--- src/hw/rtl/siq_pkg.sv ---
package siq_pkg;

  localparam int unsigned OpWidth     = 2;
  localparam int unsigned InKeyWidth  = 32;
  localparam int unsigned IndexWidth  = 4;
  localparam int unsigned StatusWidth = 2;
  localparam int unsigned PosWidth    = 5;
  localparam int unsigned CountWidth  = 5;
  localparam int unsigned OutKeyWidth = 32;

  localparam int unsigned InDataWidth  = 40;
  localparam int unsigned OutDataWidth = 48;

  typedef enum logic [OpWidth-1:0] {
    OP_INSERT = 2'd0,
    OP_READ   = 2'd1,
    OP_CLEAR  = 2'd2
  } op_e;

  typedef enum logic [StatusWidth-1:0] {
    ST_DONE      = 2'd0,
    ST_FULL      = 2'd1,
    ST_BAD_INDEX = 2'd2
  } status_e;

  // configuration register indexes
  localparam logic CFG_SIGNED_KEYS = 1'b0;
  localparam logic CFG_DESCENDING  = 1'b1;

  // shared control broadcast to every cell
  typedef struct packed {
    logic shift_en;
    logic signed_keys;
    logic descending;
  } cell_ctrl_t;

endpackage

--- src/hw/rtl/sorted_insertion_queue.sv ---
// Channel   | Dir | Beat contents
// s_axis    | in  | op, key, index
// m_axis    | out | status, position, count, read_key
// cfg       | in  | signed_keys (index 0), descending_order (index 1)
//
// One beat per cycle unless the output stalls: every cell compares the incoming key
// against its own entry in the same cycle, so the whole shift register row moves at once.
// The result sits in an output register; a new beat is taken whenever that
// register is empty or is being drained in the same cycle.
// Reset clears the entry count and the settings; entries themselves are not
// cleared and read as nothing until written.
module sorted_insertion_queue import siq_pkg::*; #(
  parameter int unsigned DEPTH     = 16,
  parameter int unsigned KEY_WIDTH = 32
) (
  input  logic                    clk_i,
  input  logic                    rst_ni,
  input  logic                    s_axis_tvalid_i,
  output logic                    s_axis_tready_o,
  // [1:0] op, [33:2] key, [37:34] index, [39:38] zero
  input  logic [InDataWidth-1:0]  s_axis_tdata_i,
  output logic                    m_axis_tvalid_o,
  input  logic                    m_axis_tready_i,
  // [1:0] status, [6:2] position, [11:7] count, [43:12] read_key, [47:44] zero
  output logic [OutDataWidth-1:0] m_axis_tdata_o,
  input  logic                    cfg_we_i,
  input  logic                    cfg_idx_i,
  input  logic                    cfg_data_i
);

  localparam int unsigned CW   = $clog2(DEPTH + 1);
  localparam int unsigned RD_N = (DEPTH < 16) ? DEPTH : 16;

  logic                   signed_q, desc_q;
  logic [CW-1:0]          count_q, count_d;
  logic                   out_valid_q;
  logic [StatusWidth-1:0] out_status_q;
  logic [PosWidth-1:0]    out_pos_q;
  logic [CountWidth-1:0]  out_count_q;
  logic [OutKeyWidth-1:0] out_key_q;

  op_e                    op;
  logic [InKeyWidth-1:0]  key_in;
  logic [IndexWidth-1:0]  idx_in;
  logic [63:0]            key_ext;
  logic [KEY_WIDTH-1:0]   key_st;
  logic                   acc, full, shift_req;
  cell_ctrl_t             ctrl;

  logic [KEY_WIDTH-1:0]   entry [DEPTH];
  logic [DEPTH-1:0]       gt;
  logic [DEPTH-1:0]       occ;

  status_e                status_d;
  logic [PosWidth-1:0]    pos_d;
  logic [OutKeyWidth-1:0] rkey_d;
  logic [31:0]            ins_pos;
  logic [KEY_WIDTH-1:0]   rd_entry;
  logic [63:0]            rd_ext;
  logic [31:0]            count_ext;

  assign op      = op_e'(s_axis_tdata_i[1:0]);
  assign key_in  = s_axis_tdata_i[33:2];
  assign idx_in  = s_axis_tdata_i[37:34];
  assign key_ext = 64'(key_in);
  assign key_st  = key_ext[KEY_WIDTH-1:0];

  assign s_axis_tready_o = !out_valid_q || m_axis_tready_i;
  assign acc  = s_axis_tvalid_i && s_axis_tready_o;
  assign full = (count_q == CW'(DEPTH));

  assign ctrl.shift_en    = acc && shift_req;
  assign ctrl.signed_keys = signed_q;
  assign ctrl.descending  = desc_q;

  for (genvar i = 0; i < DEPTH; i++) begin : g_cell
    assign occ[i] = (count_q > CW'(i));
    if (i == 0) begin : g_head
      siq_cell #(.KEY_WIDTH(KEY_WIDTH)) u_cell (
        .clk_i      (clk_i),
        .ctrl_i     (ctrl),
        .occupied_i (occ[i]),
        .prev_gt_i  (1'b1),
        .prev_key_i (key_st),
        .key_i      (key_st),
        .gt_o       (gt[i]),
        .entry_o    (entry[i])
      );
    end else begin : g_body
      siq_cell #(.KEY_WIDTH(KEY_WIDTH)) u_cell (
        .clk_i      (clk_i),
        .ctrl_i     (ctrl),
        .occupied_i (occ[i]),
        .prev_gt_i  (gt[i-1]),
        .prev_key_i (entry[i-1]),
        .key_i      (key_st),
        .gt_o       (gt[i]),
        .entry_o    (entry[i])
      );
    end
  end

  // gt is a prefix; the insert point is where it drops
  always_comb begin
    ins_pos = '0;
    for (int i = 0; i < DEPTH; i++) begin
      if (((i == 0) || gt[(i == 0) ? 0 : i-1]) && !gt[i]) begin
        ins_pos = ins_pos | 32'(i);
      end
    end
  end

  always_comb begin
    rd_entry = '0;
    for (int i = 0; i < RD_N; i++) begin
      if (idx_in == IndexWidth'(i)) begin
        rd_entry = entry[i];
      end
    end
  end
  assign rd_ext = 64'(rd_entry);

  always_comb begin
    status_d  = ST_DONE;
    pos_d     = '0;
    rkey_d    = '0;
    count_d   = count_q;
    shift_req = 1'b0;
    case (op)
      OP_INSERT: begin
        if (full) begin
          status_d = ST_FULL;
        end else begin
          shift_req = 1'b1;
          count_d   = CW'(count_q + 1'b1);
          pos_d     = ins_pos[PosWidth-1:0];
        end
      end
      OP_READ: begin
        pos_d = PosWidth'(idx_in);
        if (32'(idx_in) < 32'(count_q)) begin
          rkey_d = rd_ext[OutKeyWidth-1:0];
        end else begin
          status_d = ST_BAD_INDEX;
        end
      end
      OP_CLEAR: begin
        count_d = '0;
      end
      default: begin
      end
    endcase
  end

  assign count_ext = 32'(count_d);

  always_ff @(posedge clk_i or negedge rst_ni) begin
    if (!rst_ni) begin
      signed_q    <= 1'b0;
      desc_q      <= 1'b0;
      count_q     <= '0;
      out_valid_q <= 1'b0;
    end else begin
      if (cfg_we_i) begin
        if (cfg_idx_i == CFG_SIGNED_KEYS) begin
          signed_q <= cfg_data_i;
        end else begin
          desc_q <= cfg_data_i;
        end
      end
      if (acc) begin
        count_q     <= count_d;
        out_valid_q <= 1'b1;
      end else if (m_axis_tready_i) begin
        out_valid_q <= 1'b0;
      end
    end
  end

  always_ff @(posedge clk_i) begin
    if (acc) begin
      out_status_q <= status_d;
      out_pos_q    <= pos_d;
      out_count_q  <= count_ext[CountWidth-1:0];
      out_key_q    <= rkey_d;
    end
  end

  assign m_axis_tvalid_o = out_valid_q;
  assign m_axis_tdata_o  = {4'b0, out_key_q, out_count_q, out_pos_q, out_status_q};

`ifndef NO_ASSERTIONS
  a_count_bound: assert property (@(posedge clk_i) disable iff (!rst_ni)
    count_q <= CW'(DEPTH))
    else $error("entry count above depth");

  a_gt_prefix: assert property (@(posedge clk_i) disable iff (!rst_ni)
    (gt[DEPTH-1:1] & ~gt[DEPTH-2:0]) == '0)
    else $error("compare vector is not a prefix");

  a_insert_grows: assert property (@(posedge clk_i) disable iff (!rst_ni)
    (acc && op == OP_INSERT && !full) |=> count_q == CW'($past(count_q) + 1'b1))
    else $error("insert did not grow the list");

  a_full_holds: assert property (@(posedge clk_i) disable iff (!rst_ni)
    (acc && op == OP_INSERT && full) |=> count_q == CW'(DEPTH))
    else $error("rejected insert changed the count");

  a_result_follows: assert property (@(posedge clk_i) disable iff (!rst_ni)
    acc |=> m_axis_tvalid_o)
    else $error("accepted beat left no result");
`endif

endmodule

--- src/hw/rtl/siq_cell.sv ---
module siq_cell import siq_pkg::*; #(
  parameter int unsigned KEY_WIDTH = 32
) (
  input  logic                 clk_i,
  input  cell_ctrl_t           ctrl_i,
  input  logic                 occupied_i,
  input  logic                 prev_gt_i,
  input  logic [KEY_WIDTH-1:0] prev_key_i,
  input  logic [KEY_WIDTH-1:0] key_i,
  output logic                 gt_o,
  output logic [KEY_WIDTH-1:0] entry_o
);

  localparam logic [KEY_WIDTH-1:0] SignBit = {1'b1, {(KEY_WIDTH-1){1'b0}}};

  logic [KEY_WIDTH-1:0] entry_q, entry_d;
  logic [KEY_WIDTH-1:0] a, b;
  logic                 after;

  // bias the sign bit so an unsigned compare orders two's complement keys
  assign a = key_i   ^ (ctrl_i.signed_keys ? SignBit : '0);
  assign b = entry_q ^ (ctrl_i.signed_keys ? SignBit : '0);
  assign after = ctrl_i.descending ? (a < b) : (a > b);
  // flag ripples from the head: the first cell that does not pass stops the row,
  // even when the held order no longer matches the current settings
  assign gt_o = prev_gt_i & occupied_i & after;

  // cells ahead of the insert point keep, the boundary cell takes the key,
  // cells behind it take their left neighbor
  always_comb begin
    entry_d = entry_q;
    if (ctrl_i.shift_en && !gt_o) begin
      entry_d = prev_gt_i ? key_i : prev_key_i;
    end
  end

  always_ff @(posedge clk_i) begin
    entry_q <= entry_d;
  end

  assign entry_o = entry_q;

endmodule

--- config.mk ---
export PLATFORM = sky130hd
export DESIGN_NAME = sorted_insertion_queue
export DESIGN_NICKNAME = d
export VERILOG_FILES = /design/src/hw/rtl/siq_pkg.sv /design/src/hw/rtl/sorted_insertion_queue.sv /design/src/hw/rtl/siq_cell.sv
export SDC_FILE = /design/constraint.sdc
export NUM_CORES = 2
export LEC_CHECK = 0
export BUFFER_PORTS_ARGS = -buffer_cell sky130_fd_sc_hd__buf_2
export CAP_MARGIN = 10
export CORE_MARGIN = 1
export CORE_UTILIZATION = 66
export CTS_CLUSTER_SIZE = 16
export DETAILED_ROUTE_END_ITERATION = 8
export PLACE_DENSITY = 0.87
export REMOVE_ABC_BUFFERS = 1
export SLEW_MARGIN = 5
export SYNTH_ARGS = -nofsm -noshare
export SYNTH_HDL_FRONTEND = slang
export SYNTH_SLANG_ARGS = --single-unit
export TNS_END_PERCENT = 10
--- constraint.sdc ---
create_clock -name clk_i -period 9.3 [get_ports clk_i]
set_clock_uncertainty 0.05 [all_clocks]
set_input_delay 1.86 -clock clk_i [delete_from_list [all_inputs] [get_ports clk_i]]
set_output_delay 1.86 -clock clk_i [all_outputs]
set_load 0.005 [all_outputs]
Yosys cells after proc, flatten, opt, wreduce, memory -nomap -nowiden
Cells that the tools add are included.
{"block": "classes", "addsub": 1, "magnitude_cmp": 49, "n_eq_ne": 18, "mux": 74, "bitwise_logic": 49, "reduce_logical": 57}
{"op": "$mux W32", "n": 32}
{"op": "$xor A32 B32 Y32", "n": 17}
{"op": "$gt A32 B32 Y1", "n": 16}
{"op": "$lt A32 B32 Y1", "n": 16}
{"op": "$gt A5 B4 Y1 const B", "n": 8}
{"op": "$mux W4", "n": 9}
{"op": "$logic_and A1 B1 Y1", "n": 33}
{"op": "$eq A4 B4 Y1 const B", "n": 8}
{"op": "$and A1 B1 Y1", "n": 31}
{"op": "$mux W1", "n": 22}
{"op": "$gt A5 B3 Y1 const B", "n": 4}
{"op": "$logic_not A1 Y1", "n": 17}
{"op": "$eq A4 B3 Y1 const B", "n": 4}
{"op": "$mux W3", "n": 4}
{"op": "$gt A5 B1 Y1 const B", "n": 2}
{"op": "$gt A5 B2 Y1 const B", "n": 2}
{"op": "$pmux W5 S2", "n": 1}
{"op": "$eq A4 B2 Y1 const B", "n": 2}
{"op": "$pmux W4 S2", "n": 1}
{"op": "$mux W2", "n": 3}
{"op": "$reduce_and A2 Y1", "n": 3}
{"op": "$add A5 B1 Y5 const B", "n": 1}
{"op": "$eq A5 B5 Y1 const B", "n": 1}
{"op": "$lt A4 B5 Y1", "n": 1}
{"op": "10 further kinds", "n": 10}
{"block": "word_totals", "regBits": 564, "in_bits": 47, "word_cells": 272}

Depth between registers and ports, before layout
{"block": "depth", "ltp_word": 40, "ltp_mapped": 17}

By module
From an unflattened synthesis, not the netlist that was laid out.
{"block": "unflattened", "hier_cells": 4005, "area_unflattened_um2": 42947.4}
{"module": "siq_cell", "instances": 16, "cells_per_inst": 187, "area_per_inst_um2": 2184.6, "seq_area_each_um2": 960.9}
{"module": "sorted_insertion_queue", "instances": 1, "cells_per_inst": 1013, "area_per_inst_um2": 7993.9, "seq_area_each_um2": 1491.4}

Least setup slack after synthesis
Ideal clock, no wire load.
{"block": "synth_path", "kind": "input port to flip-flop", "startpoint": "input s_axis_tdata_i[33]", "endpoint": "register g_cell[11].g_body.u_cell.entry_q[0], enable pin", "t_arrival_ns": 6.763, "t_required_ns": 8.818, "slack_ns": 2.055, "path_stages": 12, "path_buffers": 4, "path_cell_list": "clkbuf_1 > xor2_1 > ha_1 > nand4_1 > o21ai_0 > a2111oi_1 > mux2_2 > and4_1 > buf_2 > clkbuf_1 > clkbuf_1 > a21oi_1"}
{"block": "synth_between", "elab_chain_len": 28, "elab_cells_between_ends": 62, "classes_between": "order compare (24); mux (12); bitwise (24); reduce/logical (2)"}
{"item": "start: declaration", "line_no": "sorted_insertion_queue.sv:21", "source": "input logic [InDataWidth-1:0] s_axis_tdata_i,"}
{"item": "$xor A32 B32 Y32 (*)", "line_no": "siq_cell.sv:21", "source": "assign a = key_i ^ (ctrl_i.signed_keys ? SignBit : '0);"}
{"item": "$gt A32 B32 Y1 / $lt A32 B32 Y1 (equally long branches)", "line_no": "siq_cell.sv:23", "source": "assign after = ctrl_i.descending ? (a < b) : (a > b);"}
{"item": "$mux W1", "line_no": "siq_cell.sv:23"}
{"item": "$and A1 B1 Y1 (22 in series)", "line_no": "siq_cell.sv:26", "source": "assign gt_o = prev_gt_i & occupied_i & after;"}
{"item": "$and A1 B1 Y1 (*)", "line_no": "siq_cell.sv:26"}
{"item": "$logic_not A1 Y1 (*)", "line_no": "siq_cell.sv:32", "source": "if (ctrl_i.shift_en && !gt_o) begin"}
{"item": "$logic_and A1 B1 Y1 (*)", "line_no": "siq_cell.sv:32"}
{"item": "end signal: assignment", "line_no": "siq_cell.sv:38", "source": "entry_q <= entry_d;"}
{"item": "end: declaration", "line_no": "siq_cell.sv:16", "source": "logic [KEY_WIDTH-1:0] entry_q, entry_d;"}
Every way passes the cells marked *; elsewhere a longest branch is shown, timed or not.
A chain may end at the register's enable or synchronous reset.

Final worst setup path
{"block": "layout_path", "startpoint": "input s_axis_tdata_i[20]", "endpoint": "register g_cell[12].g_body.u_cell.entry_q[22], enable pin"}
{"block": "layout_between", "elab_chain_len": 30, "elab_cells_between_ends": 67, "classes_between": "order compare (26); mux (13); bitwise (26); reduce/logical (2)"}
{"item": "$xor A32 B32 Y32 (*)", "line_no": "siq_cell.sv:21"}
{"item": "$gt A32 B32 Y1 / $lt A32 B32 Y1 (equally long branches)", "line_no": "siq_cell.sv:23"}
{"item": "$mux W1", "line_no": "siq_cell.sv:23"}
{"item": "$and A1 B1 Y1 (24 in series)", "line_no": "siq_cell.sv:26"}
{"item": "$and A1 B1 Y1 (*)", "line_no": "siq_cell.sv:26"}
{"item": "$logic_not A1 Y1 (*)", "line_no": "siq_cell.sv:32"}
{"item": "$logic_and A1 B1 Y1 (*)", "line_no": "siq_cell.sv:32"}
{"item": "end signal: assignment", "line_no": "siq_cell.sv:38"}
{"item": "end: declaration", "line_no": "siq_cell.sv:16"}
Marked as above.

==> run_results.csv <==
group,metric,value,unit
status,status,"finished clean",
synthesis,synthTopCellsByArea,"edfxtp_1 (41%), ha_1 (16%), mux2_2 (6.7%), inv_1 (4.7%), o21ai_0 (4.4%)",
sta,hold_viol,0,
placed_design,dp_hpwl,86.7,mm
clock_network,cts_setup_buffers,0,
synthesis,syn_area,40500,µm²
critical_path,r2r_end,"g_cell[12].g_body.u_cell.entry_o[22]$_DFFE_PP_",
die,core.rowCount,90,
clock_network,worstSkewPairLatency,670,ps
sta,fin_crit_sh,71.6,%
route,via_per_inst,6.70,
clock_network,clock-sinks,563,
placed_design,gp_congestion,0.976,
global_route,grt_max_degree,85,
route,drtIter0Drc,3900,
sta,fin_tns_setup,0,ps
power_and_ir_drop,vdd_ir_drop_max,0.000159,V
critical_path,cp-end-kind,"flip-flop",
placed_design,dp_slack,2090,ps
synthesis,syn_inst,4056,
sta,slew_headroom,17.9,%
synthesis,async_flop_share,1.42,%
critical_path,r2r-start,"signed_q$_DFFE_PN0P_",
worst_hold_path,hold-path-endpoint,"g_cell[15].g_body.u_cell.entry_o[16]$_DFFE_PP_",
global_route,grt_pass1_vias,32200,
route,routedWlPerCell,24.0,µm
placed_design,port_buffers,89,
critical_path,rr_worst_depth,13,
synthesis,ys_types,81,
worst_hold_path,min_from,"g_cell[14].g_body.u_cell.entry_o[16]$_DFFE_PP_",
route,drtPass1Iterations,8,
power_and_ir_drop,power_density,156,nW/µm²
clock_network,cts_tree,"done",
sta,slew_viol_final,0,
clock_network,cts-root-buf,"clkbuf_16",
worst_hold_path,whs_path_depth,1,
global_route,grt_util_all_layers,37.5,%
final_layout,layout.nets,4657,
synthesis,yosysWarningCount,0,
critical_path,arrival,6900,ps
synthesis,synthFlopType,"edfxtp_1",
clock_network,postCtsResizedCells,0,
route,drt_wl_total,118,mm
worst_hold_path,hp-class,"flip-flop to flip-flop",
clock_network,clk_path_buf_depth,3,
critical_path,cp_data_required_time,9540,ps
power_and_ir_drop,power_frac_comb,20.7,%
power_and_ir_drop,p_leak,18.4,nW
final_layout,drive_gt1_share,14.0,%
final_layout,fill_cells,4072,
power_and_ir_drop,power.internal,4.76,mW
global_route,antenna_found_initial,2,
synthesis,synth_top_area_share,41.1,%
route,dr_total_vias,33000,
synthesis,syn-mean-instance-area,9.99,µm²
sta,setup_slack,2640,ps
clock_network,ctsHoldBuffers,0,
die,dieArea,62400,µm²
critical_path,r2r_setup_slack,3170,ps
critical_path,path_class,"input pin to flip-flop",
clock_network,cts_buffers,61,
sta,rsz0062_at_grt,"false",
synthesis,synth_edf_count,555,
global_route,grt_pass1_wl,180,mm
die,die_h,250,µm
global_route,overflow,0,
critical_path,worstSetupStartpointType,"input pin",
flow_run,drv_cap,0,
power_and_ir_drop,p_clk_share,35.6,%
synthesis,yosysTopAreaCell,"edfxtp_1",
power_and_ir_drop,power_frac_seq,43.7,%
die,start_util,67.0,%
route,drc,0,
power_and_ir_drop,p_sw_share,30.5,%
synthesis,ys_seq_area_share,41.6,%
synthesis,ys_seq_elements,563,
critical_path,critPathMaxFanout,35,
clock_network,clkTransAtPathRegs,60,ps
power_and_ir_drop,switchingPower,2.09,mW
route,drt.antenna.violating_nets,0,
sta,finalCriticalPeriod,6660,ps
sta,setup-violations-final,0,
die,die_w,250,µm
sta,fmax,150,MHz
die,core_area,60500,µm²
clock_network,cts-htree-levels,2,
sta,worst_slew_pin_slew,1220,ps
die,ios,97,
final_layout,syn_to_final_growth,8.22,%
-- worst max-delay path: stages --
cell and delay [ps]:
buf_2 280, buf_4 360, ha_1 300, and3_1 200
a221o_1 340, o2111ai_1 100, nand3_1 180, nor4_1 930
a211oi_1 230, o221ai_1 470, or4b_2 220, buf_4 480
nor2b_4 890
-- worst max path at each step --
stage / start / cells after the start / slack [ps] / endpoint
after floorplan: s_axis_tdata_i[33] / 12 / -210 / g_cell[15].g_body.u_cell.entry_o[0]$_DFFE_PP_
after global placement: s_axis_tdata_i[20] / 13 / 2240 / g_cell[12].g_body.u_cell.entry_o[22]$_DFFE_PP_
after detailed placement: s_axis_tdata_i[33] / 13 / 2090 / g_cell[12].g_body.u_cell.entry_o[22]$_DFFE_PP_
after CTS: s_axis_tdata_i[33] / 13 / 2760 / g_cell[12].g_body.u_cell.entry_o[10]$_DFFE_PP_
after global routing: s_axis_tdata_i[33] / 12 / 2500 / g_cell[14].g_body.u_cell.entry_o[31]$_DFFE_PP_
final: s_axis_tdata_i[20] / 13 / 2640 / g_cell[12].g_body.u_cell.entry_o[22]$_DFFE_PP_
-- logic make-up after synthesis --
family	after synthesis	share of synthesized area (%)
compound gates	1037	15.9
flops	563	41.6
buf+inv	705	6.70
simple gates	894	10.1
other cells	1	0.00926
xor+xnor	21	0.454
fa+ha+maj	520	16.1
mux	315	9.11
-- synth_stat cells (all sizes together), types with 7 or more instances --
| cell type | instances |
|---|---|
| edfxtp | 555 |
| ha | 520 |
| inv | 510 |
| nand2 | 404 |
| o21ai | 354 |
| mux2 | 268 |
| a21oi | 259 |
| nor2 | 168 |
| clkbuf | 148 |
| nand4 | 92 |
| o22ai | 64 |
| nor3 | 54 |
| a21o | 52 |
| nand3 | 51 |
| buf | 46 |
| a211oi | 39 |
| mux2i | 39 |
| a221oi | 35 |
| nor2b | 33 |
| o211ai | 24 |
| a22oi | 21 |
| a222oi | 20 |
| o221ai | 20 |
| xnor2 | 20 |
| a22o | 18 |
| nor4 | 18 |
| a31oi | 16 |
| a32oi | 15 |
| nand2b | 15 |
| o21a | 15 |
| and3 | 13 |
| o22a | 11 |
| o41ai | 11 |
| or3 | 11 |
| and4 | 9 |
| a2111oi | 8 |
| dfrtp | 8 |
| mux4 | 8 |
| a21boi | 7 |
-- final cells by class --
type / count / area [µm²] / area share (%)
repair buffers: 161 / 1000 / 2.29
diodes: 2 / 5.00 / 0.0114
clock buffers: 69 / 1560 / 3.55
flip-flops and latches: 563 / 16900 / 38.5
well taps: 782 / 978 / 2.23
inverters: 511 / 1920 / 4.38
multi-input cells: 2792 / 21100 / 48.2
clock inverters: 44 / 369 / 0.842
-- through the flow --
stage                     utilization [%]  instances  instance area [µm²]  total power, mW  hold WS (ps)
after floorplan                         -       3866                39700             3.86           493
after global placement               69.3       4809                41900             4.34           456
after detailed placement             69.3       4809                41900             4.40           513
after CTS                            72.5       4922                43800             6.79           528
after global routing                 72.5       4922                43800             7.04           548
final                                72.5       4924                43800             6.85           528
-- state kept, by name, summed over array words and instances, names as in the netlist --
register                      count
m_axis_tvalid_o                   1
g_cell.g_head.u_cell.entry_o     32
out_status_q                      2
out_pos_q                         4
out_count_q                       5
desc_q                            1
count_q                           5
out_key_q                        32
g_cell.g_body.u_cell.entry_o    480
signed_q                          1
-- cells in the final DEF (no fill, tap or decap), types with 11 or more instances in the layout --
cell,n
a211oi_1,38
a21o_1,52
a21oi_1,253
a221oi_1,35
a222oi_1,20
a22o_1,18
a22oi_1,19
a31oi_1,15
a32oi_1,15
and3_1,12
buf_2,87
buf_4,73
clkbuf_16,61
clkinv_1,15
clkinv_2,16
edfxtp_1,555
ha_1,520
inv_1,509
mux2_2,241
mux2_4,27
mux2i_1,39
nand2_1,403
nand2b_1,14
nand3_1,51
nand4_1,91
nor2_1,158
nor2b_1,31
nor3_1,52
nor4_1,17
o211ai_1,24
o21a_1,15
o21ai_0,353
o221ai_1,20
o22a_1,11
o22ai_1,64
o41ai_1,11
or3_1,11
xnor2_1,20
-- power groups by stage --
stage               combinational [mW]  sequential (mW)  clock [mW]
global placement                  1.30             3.04           0
global route                      1.53             3.00        2.51
CTS                               1.38             2.99        2.42
detailed placement                1.36             3.04           0
floorplan                        0.827             3.03           0
finish                            1.42             2.99        2.44
-- routing by layer --
metal	GRT usage (%)	part of all wire [%]	routed length [µm]
met1	46.9	36	42800
met2	59.6	45	53200
met3	7.04	11	13300
met4	24.7	7.4	8700
met5	0	0	0
Note: power is estimated with default switching activity, not from simulation.
